<file path="src/rtl/piat_pkg.sv">
// Package: shared types, codes and constants of the process inspection access table.
package piat_pkg;

    localparam int TASK_SLOTS_DEF  = 128;
    localparam int GRANT_SLOTS_DEF = 64;

    localparam logic [2:0] CMD_SET_LEVEL = 3'd0;
    localparam logic [2:0] CMD_SET_FLAGS = 3'd1;
    localparam logic [2:0] CMD_GRANT     = 3'd2;
    localparam logic [2:0] CMD_REVOKE    = 3'd3;
    localparam logic [2:0] CMD_CHECK     = 3'd4;
    localparam logic [2:0] CMD_QUERY     = 3'd5;

    localparam logic [1:0] LVL_STANDARD = 2'd0;
    localparam logic [1:0] LVL_HARDENED = 2'd1;
    localparam logic [1:0] LVL_SYSTEM   = 2'd2;

    localparam logic [2:0] KIND_SIGNAL = 3'd4;

    localparam logic [1:0] DEC_ALLOW = 2'd0;
    localparam logic [1:0] DEC_DENY  = 2'd1;
    localparam logic [1:0] DEC_AUDIT = 2'd2;

    localparam logic [1:0] ST_OK        = 2'd0;
    localparam logic [1:0] ST_FULL      = 2'd1;
    localparam logic [1:0] ST_NOT_FOUND = 2'd2;

    // One command word as it travels from the front to the back
    typedef struct packed {
        logic [2:0]  command;
        logic [31:0] pid;
        logic [31:0] target_id;
        logic [1:0]  level;
        logic [31:0] flag_word;
        logic [2:0]  inspect_kind;
        logic        self_check;
        logic        query_cap;
    } cmd_word_t;

    // Result word of one command
    typedef struct packed {
        logic [1:0]  status;
        logic [1:0]  decision;
        logic [1:0]  protection;
        logic [31:0] flags_out;
        logic        capable;
    } res_word_t;

endpackage

</file>
<file path="src/rtl/piat_front.sv">
// Front end: accepts commands, classifies them and queues them for the back end.
module piat_front (
    input  logic                  clk,
    input  logic                  rst_n,
    input  logic                  start,
    input  logic [2:0]            command,
    input  logic [31:0]           pid,
    input  logic [31:0]           target_id,
    input  logic [1:0]            level,
    input  logic [31:0]           flag_word,
    input  logic [2:0]            inspect_kind,
    input  logic                  accept_en,
    output logic                  q_full,
    output logic                  q_valid,
    output piat_pkg::cmd_word_t   q_word,
    input  logic                  q_pop
);
    import piat_pkg::*;

    // Two-entry queue
    cmd_word_t  mem_reg [2];
    logic [0:0] wr_ptr_reg, rd_ptr_reg;
    logic [1:0] cnt_reg;
    cmd_word_t  in_word;
    logic       push;

    assign q_full  = (cnt_reg == 2'd2);
    assign q_valid = (cnt_reg != 2'd0);
    assign q_word  = mem_reg[rd_ptr_reg];
    assign push    = start && accept_en && !q_full;

    // Classification done at the door
    always_comb
    begin
        in_word.command      = command;
        in_word.pid          = pid;
        in_word.target_id    = target_id;
        in_word.level        = level;
        in_word.flag_word    = flag_word;
        in_word.inspect_kind = inspect_kind;
        in_word.self_check   = (pid == target_id);
        in_word.query_cap    = (pid == 32'd0) || (pid == 32'd1);
    end

    always_ff @(posedge clk)
    begin
        if (push)
        begin
            mem_reg[wr_ptr_reg] <= in_word;
        end
    end

    always_ff @(posedge clk or negedge rst_n)
    begin
        if (!rst_n)
        begin
            wr_ptr_reg <= '0;
            rd_ptr_reg <= '0;
            cnt_reg    <= '0;
        end
        else
        begin
            if (push)
            begin
                wr_ptr_reg <= wr_ptr_reg + 1'b1;
            end
            if (q_pop)
            begin
                rd_ptr_reg <= rd_ptr_reg + 1'b1;
            end
            cnt_reg <= cnt_reg + {1'b0, push} - {1'b0, q_pop};
        end
    end

endmodule

</file>
<file path="config.mk">
export PLATFORM = sky130hd
export DESIGN_NAME = piat_front
export DESIGN_NICKNAME = d
export VERILOG_FILES = /design/src/rtl/piat_pkg.sv /design/src/rtl/piat_front.sv
export SDC_FILE = /design/constraint.sdc
export NUM_CORES = 1
export LEC_CHECK = 0
export BUFFER_PORTS_ARGS = -buffer_cell sky130_fd_sc_hd__buf_4
export CORE_MARGIN = 10
export CORE_UTILIZATION = 53
export DETAILED_ROUTE_END_ITERATION = 16
export PLACE_DENSITY = 0.77
export SLEW_MARGIN = 20
export SYNTH_ARGS = -nofsm -noshare
export SYNTH_HDL_FRONTEND = slang
export SYNTH_SLANG_ARGS = --single-unit
</file>
<file path="constraint.sdc">
create_clock -name clk -period 7.7 [get_ports clk]
set_input_delay 0.385 -clock clk [delete_from_list [all_inputs] [get_ports clk]]
set_output_delay 0.385 -clock clk [all_outputs]
set_load 0.05 [all_outputs]
</file>
==> summary.txt, run 1 <==
STA
  – Pin slew with the least headroom to its limit: 1030 ps
  – Post-route fraction of the period consumed by the critical path: around 43%
  – Total Neg Setup Slack: 0 ps
  – Final count of hold timing violations: 0
  – Final setup skew: 9.04 ps
  – Post-route worst setup slack: 4400 ps
  – Max Freq: roughly 300 MHz
  – Final Setup Violations: 0
  – Number of pins exceeding their max-slew limit in the final report: 0
  – Relative slew slack: 31.5%
  – Unrepaired setup endpoints after global routing: no
  – Shortest period the worst path allows: ~3300 ps

Yosys
  – Yosys warning count: 0
  – Share of synthesized area occupied by flip-flops and latches: 77.2%
  – Flip-flop and latch count after synthesis: 216
  – Cell count after synthesis: 401
  – Total standard cell area after synthesis: 0.00837 mm²
  – Post-synth net total: 512
  – Mean instance size in the synthesized netlist: between 20 and 25 µm²
  – Unique masters post-synth: 17

Layout
  – # nets final: 744
  – Antenna Diode Count: 0
  – Most common cell after layout, fill and taps aside: sky130_fd_sc_hd__buf_4
  – Final std cells w/o fill: 860
  – Most used cells in the layout excluding fill and tap cells: 219 x sky130_fd_sc_hd__buf_4, 212 x sky130_fd_sc_hd__edfxtp_1, 76 x sky130_fd_sc_hd__mux2_2, 33 x sky130_fd_sc_hd__xor2_1, 30 x sky130_fd_sc_hd__mux2_4
  – Area added between synthesis and finish: 30.3%
  – Flip-flop count of the largest register after layout: 212
  – Layout cells sized above 1: 55.2%

CTS
  – Total clock buffers created by CTS: 22
  – CTS Sinks: around 220
  – TritonCTS clock tree: yes
  – Post-CTS clock slew at the launch and capture registers of the worst setup and hold paths: 60 ps
  – Clock latency on the worst-skew pair: roughly 490 ps
  – H-tree lvl count: 1
  – Max clock buf depth: 3
  – Total setup buffers inserted after CTS: 0
  – Master cell of the clock root buffer: sky130_fd_sc_hd__clkbuf_16

Critical path
  – Crit path buffers/inverters: 2
  – Worst path slowest cell: sky130_fd_sc_hd__dfrtp_4
  – Worst path arrival time: 2910 ps
  – Crit end category: primary output
  – Type of the worst setup path: register to primary output
  – Ordered list of cells on the worst path: buf_4, mux2_2, buf_4
  – Crit-path max FO: 60
  – Largest delay contributor family on the critical path: buffers and inverters
  – Most frequent cell on the critical path: sky130_fd_sc_hd__buf_4
  – Max stage delay on crit path: 870 ps
  – Beginning of the worst register-to-register path: cnt_reg[1]
  – Kind of start point of the critical path: register
  – Length in cells of the worst reg-to-reg path: 4
  – Required time of the critical path: 7320 ps
  – Reg-to-reg critical path endpoint: mem_reg[0][67]
  – Total number of cells along the worst setup path: 3
  – R2R setup slack: 4730 ps

Worst hold path
  – End point of the most critical hold path: rd_ptr_reg
  – Origin of the worst min-delay path: q_pop
  – Worst Hold Path Cells: 2
  – Tightest Hold Check Type: input pin to register

Placed design
  – HPWL after detailed placement: 13,300 µm
  – Number of buffer cells added on primary ports: 216
  – Cell count after placement: 819
  – RePlAce Congestion: 0.815
  – Minimum setup slack after placement: 4700 ps

Global route
  – Number of antenna violations at the first check in global routing: 0
  – Total congestion overflow: 0
  – Vias in the first global route: 4,937
  – Maximum number of pins on one net before global-route repair: 78
  – Global-route usage over all layers: 16.8%
  – Wire length of the first global-routing pass: 28,200 µm

Routing
  – DRC violations left: 0
  – Final ANT Viol Nets: 0
  – Iter 0 DRT Violations: 335
  – Count of TritonRoute iterations in the first routing pass: 4
  – Routed length per instance: 21.5 µm
  – Via-to-Cell Ratio: 5.17
  – Overall via count from detail_route: between 4,000 and 5,000
  – Wire length reported by the detailed router: 18,500 µm

Pwr
  – Worst vdd rail ir drop: 0.000227 V
  – Static leakage: 0.00411 µW
  – Power per cell area: between 300 and 400 mW/mm²

Die
  – FP Rows: 45
  – I/O pin count: 217
  – Starting utilization of the core area: roughly 55%
  – DIE WIDTH: approximately 150 µm
  – Die outline area: 0.0212 mm²
  – Core area: 0.0153 mm²
  – Die Ht: approximately 150 µm

Run status
  – Result of the run: complete, no violations

Run
  – Max-capacitance violation count: 0
[what timing repair did]
action | in CTS | in global routing
hold buffers | 1 | 0
endpoints found under the hold margin | 4 | 0
gates resized for setup | 0 | 0
[worst max path at each step]
stage,startpoint,endpoint
finish,rd_ptr_reg,q_word[74]
global route,rd_ptr_reg,q_word[74]
CTS,rd_ptr_reg,q_word[74]
detailed placement,cnt_reg[1],mem_reg[1][47]
global placement,cnt_reg[1],mem_reg[1][47]
floorplan,cnt_reg[1],mem_reg[0][0]
[synthesized netlist by cell type]
cell | count | share of area [%]
sky130_fd_sc_hd__buf_2 | 7 | 0.42
sky130_fd_sc_hd__nor4_1 | 15 | 1.1
sky130_fd_sc_hd__nor2b_1 | 1 | 0.075
sky130_fd_sc_hd__buf_6 | 5 | 0.67
sky130_fd_sc_hd__xor2_1 | 33 | 3.5
sky130_fd_sc_hd__dfrtp_1 | 4 | 1.2
sky130_fd_sc_hd__inv_1 | 2 | 0.090
sky130_fd_sc_hd__nor3_1 | 1 | 0.060
sky130_fd_sc_hd__mux2_4 | 30 | 5.4
sky130_fd_sc_hd__mux2_2 | 76 | 10
sky130_fd_sc_hd__nor2_1 | 4 | 0.18
sky130_fd_sc_hd__nand3b_1 | 1 | 0.090
sky130_fd_sc_hd__nand4_1 | 4 | 0.30
sky130_fd_sc_hd__edfxtp_1 | 212 | 76
sky130_fd_sc_hd__xnor2_1 | 3 | 0.31
sky130_fd_sc_hd__ha_1 | 2 | 0.30
sky130_fd_sc_hd__or2_2 | 1 | 0.075
[layer usage]
layer  vias to the layer above  part of all wire (%)  GRT usage [%]
li1                       2046                     -              -
met1                      2146                    42           21.6
met2                       226                    47           27.0
met3                        27                   9.7           5.43
met4                         0                   1.6           3.99
met5                         -                     0              0
[area by class of cell]
type                    instances  area (µm²)
fillers                      1016        4410
clock buffers                  32         629
well taps                     211         264
clock inverters                 8        60.1
multi-input cells             171        1820
inverters                       2        7.51
flip-flops and latches        216        6470
repair buffers                220        1650
[power breakdown]
group          total (µW)  leakage (µW)  internal (µW)  switching [µW]
Sequential           1550       0.00198           1470            87.0
Clock                 999      0.000338            599             401
Combinational        1690       0.00179            588            1100
[through the flow]
step / instance area (µm²) / power [µW] / hold slack (ps) / utilization [%]
2_1_floorplan: 8370 / 2820 / 89.4 / -
3_3_place_gp: 10200 / 3270 / 183 / 66.6
3_5_place_dp: 10200 / 3290 / 185 / 66.6
4_1_cts: 10900 / 4290 / 57.7 / 71.2
5_1_grt: 10900 / 4410 / 61.7 / 71.2
6_report: 10900 / 4240 / 77.0 / 71.2
[cells by family after synthesis]
kind of cell  synth area share, %
xor+xnor                     3.77
fa+ha+maj                   0.299
buf+inv                      1.18
flops                        77.2
mux                          15.6
simple gates                 1.90
Power figures use the tool's default switching activity.
==> run 2: changes to the inputs <==
==> constraint.sdc (replaced) <==
create_clock -name clk -period 3.13 [get_ports clk]
set_input_delay 0.1565 -clock clk [delete_from_list [all_inputs] [get_ports clk]]
set_output_delay 0.1565 -clock clk [all_outputs]
set_load 0.05 [all_outputs]
==> run 2 against run 1 <==
Combinational power grew to 2.6 times the previous value. Global-route usage grew 2.3 points. Worst setup slack lost 3800 ps. Total power grew to 2.5 times the previous value. Non-clock buffer count grew 109. Clock skew shrank 1.1 ps. Sequential share of layout area shrank 5.6 points. Utilization grew 7.4 points. Worst hold slack gained 140 ps. Via count grew 12%. Sequential cell count is the same. Wire length grew 16%. Largest cell class unchanged. Highest routed layer is now met5.
==> summary.txt, run 2 (synthesized netlist as in run 1, its figures left out) <==
STA
  – Number of pins exceeding their max-slew limit in the final report: 0
  – Pin slew with the least headroom to its limit: 631 ps
  – Final setup skew: 7.93 ps
  – Post-route worst setup slack: 604 ps
  – Unrepaired setup endpoints after global routing: no
  – Post-route fraction of the period consumed by the critical path: 80.7%
  – Relative slew slack: 57.9%
  – Final Setup Violations: 0
  – Final count of hold timing violations: 0
  – Max Freq: 396 MHz
  – Shortest period the worst path allows: 2530 ps

CTS
  – Total clock buffers created by CTS: 23
  – Cts repair resizes: 0
  – CTS Sinks: 216
  – Max clock buf depth: 3
  – H-tree lvl count: 1
  – Hold bufs inserted after CTS: between 100 and 150
  – Clock latency on the worst-skew pair: 490 ps
  – Post-CTS clock slew at the launch and capture registers of the worst setup and hold paths: 50 ps
  – TritonCTS clock tree: yes
  – Master cell of the clock root buffer: sky130_fd_sc_hd__clkbuf_16
  – Total setup buffers inserted after CTS: 0

Placed design
  – Minimum setup slack after placement: roughly 960 ps
  – Number of buffer cells added on primary ports: 216
  – RePlAce Congestion: 0.792
  – HPWL after detailed placement: 13,600 µm
  – Cell Area, Placed: just over 0.01 mm²

Critical path
  – Most frequent cell on the critical path: sky130_fd_sc_hd__buf_4
  – Worst path slowest cell: sky130_fd_sc_hd__dfrtp_4
  – Beginning of the worst register-to-register path: cnt_reg[1]
  – Worst path arrival time: 2370 ps
  – Type of the worst setup path: register to primary output
  – Ordered list of cells on the worst path: buf_4, mux2_2, buf_4
  – CP Launch Point: rd_ptr_reg
  – Crit end category: primary output
  – Required time of the critical path: 2970 ps
  – Max stage delay on crit path: slightly above 800 ps
  – Crit-path max FO: 40
  – Kind of start point of the critical path: register

Die
  – FP Rows: 45
  – DIE WIDTH: around 150 µm
  – Die outline area: roughly 0.021 mm²
  – Starting utilization of the core area: 54.7%
  – Core area: 0.0153 mm²
  – Die Ht: 146 µm
  – I/O pin count: approximately 220

Layout
  – Area added between synthesis and finish: 43.8%
  – Count of fill cells added during filler insertion: around 800
  – Post-route cell area: 0.0120 mm²
  – Flip-flop count of the largest register after layout: 212
  – Most common cell after layout, fill and taps aside: sky130_fd_sc_hd__buf_4
  – # nets final: 854
  – Most used cells in the layout excluding fill and tap cells: 219 x sky130_fd_sc_hd__buf_4, 212 x sky130_fd_sc_hd__edfxtp_1, 107 x sky130_fd_sc_hd__dlygate4sd3_1, 76 x sky130_fd_sc_hd__mux2_2, 33 x sky130_fd_sc_hd__xor2_1
  – Layout cells sized above 1: approximately 48%

Global route
  – Wire length of the first global-routing pass: around 32,000 µm
  – Global-route usage over all layers: 19.1%
  – Total congestion overflow: 0
  – Vias in the first global route: 5,539
  – Number of antenna violations at the first check in global routing: 4
  – Maximum number of pins on one net before global-route repair: slightly above 80

Routing
  – Overall via count from detail_route: 4,968
  – Final ANT Viol Nets: 0
  – Wire length reported by the detailed router: 21,400 µm
  – Via-to-Cell Ratio: 5.13
  – DRC violations left: 0
  – Count of TritonRoute iterations in the first routing pass: 6
  – Iter 0 DRT Violations: roughly 350
  – Routed length per instance: roughly 22 µm

Run status
  – Result of the run: complete, no violations

Pwr
  – Power per cell area: 891 mW/mm²
  – Worst vdd rail ir drop: 0.000781 V
  – Static leakage: 0.00458 µW

Worst hold path
  – Origin of the worst min-delay path: accept_en
  – Tightest Hold Check Type: input pin to register

Run
  – Max-capacitance violation count: 0
==> run 2: cell types whose count changed in the layout (fill, tap and decap cells not counted), sizes merged <==
cell,delta
buf,+3
diode,+3
dlygate4sd3,+106
inv,+2
clkbuf,-7
bufinv,+1
==> run 2: final cells by class <==
cell class / count / area, µm² / share of cell area (%)
Clock buffer: 25 / 583 / 4.85
Multi-Input combinational cell: 171 / 1820 / 15.1
Antenna cell: 3 / 7.51 / 0.0624
Sequential cell: 216 / 6470 / 53.8
Clock inverter: 11 / 106 / 0.884
Timing Repair Buffer: 329 / 2780 / 23.1
Inverter: 2 / 7.51 / 0.0624
Tap cell: 211 / 264 / 2.19
==> run 2: stage by stage <==
step	total power [µW]	hold WS, ps	util [%]	instances	TNS, ps
finish	10700	213	78.6	968	0
global route	11100	196	78.6	968	0
CTS	10800	158	78.5	965	0
detailed placement	8140	-44.1	67.0	822	0
floorplan	6920	-139	-	401	-234540
global placement	8090	-44.6	67.0	822	0
==> run 2: metal layers <==
metal  track usage [%]  vias up  part of all wire, %
met5                 0        -                0.061
met2              32.1      199                   51
met4              4.30        2                  1.3
met3              5.77       25                  7.7
met1              23.7     2483                   40
li1                  -     2259                    -
==> run 2: final timing paths <==
path,end,slack [ps],cells past startpoint
setup reg to reg,mem_reg[1][14],850,4
hold / removal,wr_ptr_reg,210,3
min in group asynchronous,wr_ptr_reg,590,3
hold reg to reg,cnt_reg[1],530,1
setup / recovery,q_word[80],600,3
max in group asynchronous,rd_ptr_reg,2330,3
==> run 2: critical path: cells and delay by family, from the launching register on <==
family / cells / cell delay, ps
mux: 1 / 400
buf+inv: 2 / 610
flops: 1 / 830
==> run 2: where the power goes <==
group          internal, µW  switching (µW)  total [µW]
combinational          1570            2830        4390
sequential             3600             212        3810
clock                  1490            1020        2520
total                  6660            4060       10700
==> run 3: changes to the inputs <==
==> constraint.sdc (replaced) <==
create_clock -name clk -period 2.47 [get_ports clk]
set_input_delay 0.1235 -clock clk [delete_from_list [all_inputs] [get_ports clk]]
set_output_delay 0.1235 -clock clk [all_outputs]
set_load 0.05 [all_outputs]
==> run 3 against run 2 <==
Register-to-register slack worse by 230 ps. Clock skew up 1.7 ps. Sequential share of layout area down 0.26 points. Worst hold slack worse by 43 ps. Non-clock buffer count up 2. Critical path depth unchanged. First-iteration DRC count down 24%. Global-route usage down 0.51 points. Via count down 0.10%. Cell area up 0.48%. Clock power up 26%. Critical path type unchanged. Largest cell class unchanged.
==> summary.txt, run 3 (synthesized netlist as in run 1, its figures left out) <==
Run status
  – Result of the run: complete, no violations

CTS
  – TritonCTS clock tree: yes
  – Max clock buf depth: 3
  – Master cell of the clock root buffer: sky130_fd_sc_hd__clkbuf_16
  – Total clock buffers created by CTS: 22
  – Total setup buffers inserted after CTS: 0
  – Cts repair resizes: 0
  – Post-CTS clock slew at the launch and capture registers of the worst setup and hold paths: 60 ps
  – H-tree lvl count: 1
  – CTS Sinks: 216
  – Clock latency on the worst-skew pair: 490 ps

Die
  – Die Ht: 146 µm
  – DIE WIDTH: 146 µm
  – Die outline area: around 0.021 mm²
  – Core area: 0.0153 mm²
  – I/O pin count: 217
  – FP Rows: 45
  – Starting utilization of the core area: 54.7%

Global route
  – Vias in the first global route: 5,486
  – Wire length of the first global-routing pass: 31,600 µm
  – Met1 demand-to-capacity share in global routing: 22.5%
  – Number of antenna violations at the first check in global routing: 1
  – Total congestion overflow: 0
  – Met2 track demand over resource in global routing: between 30% and 40%
  – Global-route usage over all layers: 18.5%
  – Busiest layer in global routing: met2
  – Met3 Usage GRT: 6.12%
  – Maximum number of pins on one net before global-route repair: 56

Routing
  – Final ANT Viol Nets: 0
  – Iter 0 DRT Violations: between 200 and 300
  – DRC violations left: 0
  – Routed length per instance: 21.0 µm
  – Wire length reported by the detailed router: 20,400 µm
  – Count of TritonRoute iterations in the first routing pass: 4
  – Overall via count from detail_route: 4,963
  – Via-to-Cell Ratio: 5.11

Pwr
  – Combinational Power Share: 41.6%
  – Clock network power share: 23.3%
  – Worst vdd rail ir drop: 0.000856 V
  – Net Sw Frac: 37.4%
  – Int Pwr: 8520 µW
  – Power per cell area: 1130 mW/mm²
  – Switching component of the power: 5090 µW
  – Seq pwr share: 35.1%
  – Static leakage: 0.00461 µW
  – Total power after layout: 13,600 µW

Critical path
  – Ordered list of cells on the worst path: buf_4, mux2_2, buf_4
  – Required time of the critical path: 2350 ps
  – Max stage delay on crit path: 680 ps
  – Most frequent cell on the critical path: sky130_fd_sc_hd__buf_4
  – Worst path slowest cell: sky130_fd_sc_hd__dfrtp_4
  – Crit end category: primary output
  – Kind of start point of the critical path: register
  – Worst path arrival time: 2080 ps
  – Type of the worst setup path: register to primary output
  – Crit-path max FO: 23

Layout
  – Flip-flop count of the largest register after layout: 212
  – Count of fill cells added during filler insertion: 837
  – Layout cells sized above 1: 47.8%
  – # nets final: 855
  – Area added between synthesis and finish: 44.5%
  – Most used cells in the layout excluding fill and tap cells: 218 x sky130_fd_sc_hd__buf_4, 212 x sky130_fd_sc_hd__edfxtp_1, 107 x sky130_fd_sc_hd__dlygate4sd3_1, 76 x sky130_fd_sc_hd__mux2_2, 33 x sky130_fd_sc_hd__xor2_1
  – Final std cells w/o fill: 971
  – Most common cell after layout, fill and taps aside: sky130_fd_sc_hd__buf_4
  – Post-route cell area: 0.0121 mm²

STA
  – Unrepaired setup endpoints after global routing: no
  – Final Setup Violations: 0
  – Relative slew slack: 65.0%
  – Number of pins exceeding their max-slew limit in the final report: 0
  – Max Freq: 453 MHz
  – Final count of hold timing violations: 0
  – Final setup skew: 9.58 ps
  – Pin slew with the least headroom to its limit: 521 ps
  – Shortest period the worst path allows: 2210 ps
  – Post-route fraction of the period consumed by the critical path: 89.4%

Placed design
  – Cell Area, Placed: slightly above 0.01 mm²
  – Number of buffer cells added on primary ports: 216
  – HPWL after detailed placement: approximately 13,000 µm
  – Cell count after placement: 824
  – RePlAce Congestion: about 0.79

Run
  – Max-capacitance violation count: 0

Worst hold path
  – Tightest Hold Check Type: input pin to register
-- run 3: changes by cell type in the layout (fill, tap and decap cells not counted), sizes merged --
cell / delta
clkinv: -1
buf: +2
clkbuf: +6
inv: -2
diode: -2
-- run 3: final cells by class --
cell class	instances	area, µm²	share of cell area, %
Antenna cell	1	2.50	0.0207
Clock buffer	31	606	5.01
Clock inverter	8	86.3	0.714
Inverter	2	7.51	0.0621
Multi-Input combinational cell	171	1830	15.1
Sequential cell	216	6470	53.5
Tap cell	211	264	2.18
Timing Repair Buffer	331	2830	23.4
-- run 3: what timing repair did --
action	CTS	global route
endpoints found under the hold margin	213	0
hold buffers	107	0
endpoints found under the setup margin	0	0
-- run 3: through the flow --
stage / setup TNS (ps) / util, % / hold WS [ps] / setup WS, ps
2_1_floorplan: -99680 / - / -172 / -484
3_3_place_gp: 0 / 67.4 / -79.1 / 692
3_5_place_dp: 0 / 67.4 / -75.5 / 647
4_1_cts: 0 / 78.9 / 147 / 236
5_1_grt: 0 / 79.0 / 186 / 186
6_report: 0 / 79.0 / 169 / 262
-- run 3: path summary, 6_finish.rpt --
| kind | start | end | slack, ps | cells after the start |
|---|---|---|---|---|
| hold / removal | start | wr_ptr_reg | 170 | 3 |
| setup / recovery | rd_ptr_reg | q_word[55] | 260 | 3 |
| setup reg to reg | cnt_reg[1] | cnt_reg[1] | 620 | 7 |
| max in group asynchronous | rst_n | rd_ptr_reg | 1690 | 3 |
| min in group asynchronous | rst_n | cnt_reg[1] | 580 | 3 |
| hold reg to reg | cnt_reg[1] | cnt_reg[1] | 510 | 1 |
-- run 3: critical path, delay by kind of cell (launching register included) --
kind / cells / cell delay, ps
muxes: 1 / 380
buffers and inverters: 2 / 520
DFF: 1 / 680
-- run 3: power groups by stage --
stage / logic (µW) / registers, µW / clock network [µW]
floorplan: 4040 / 4740 / 0
global placement: 5490 / 4820 / 0
detailed placement: 5520 / 4850 / 0
CTS: 5670 / 4780 / 3240
global route: 5870 / 4820 / 3400
finish: 5660 / 4780 / 3170
-- run 3: per-layer routing --
metal | routed length, µm | part of all wire, %
met1 | 8310 | 41
met2 | 10000 | 49
met3 | 1710 | 8.4
met4 | 409 | 2.0
met5 | 0 | 0
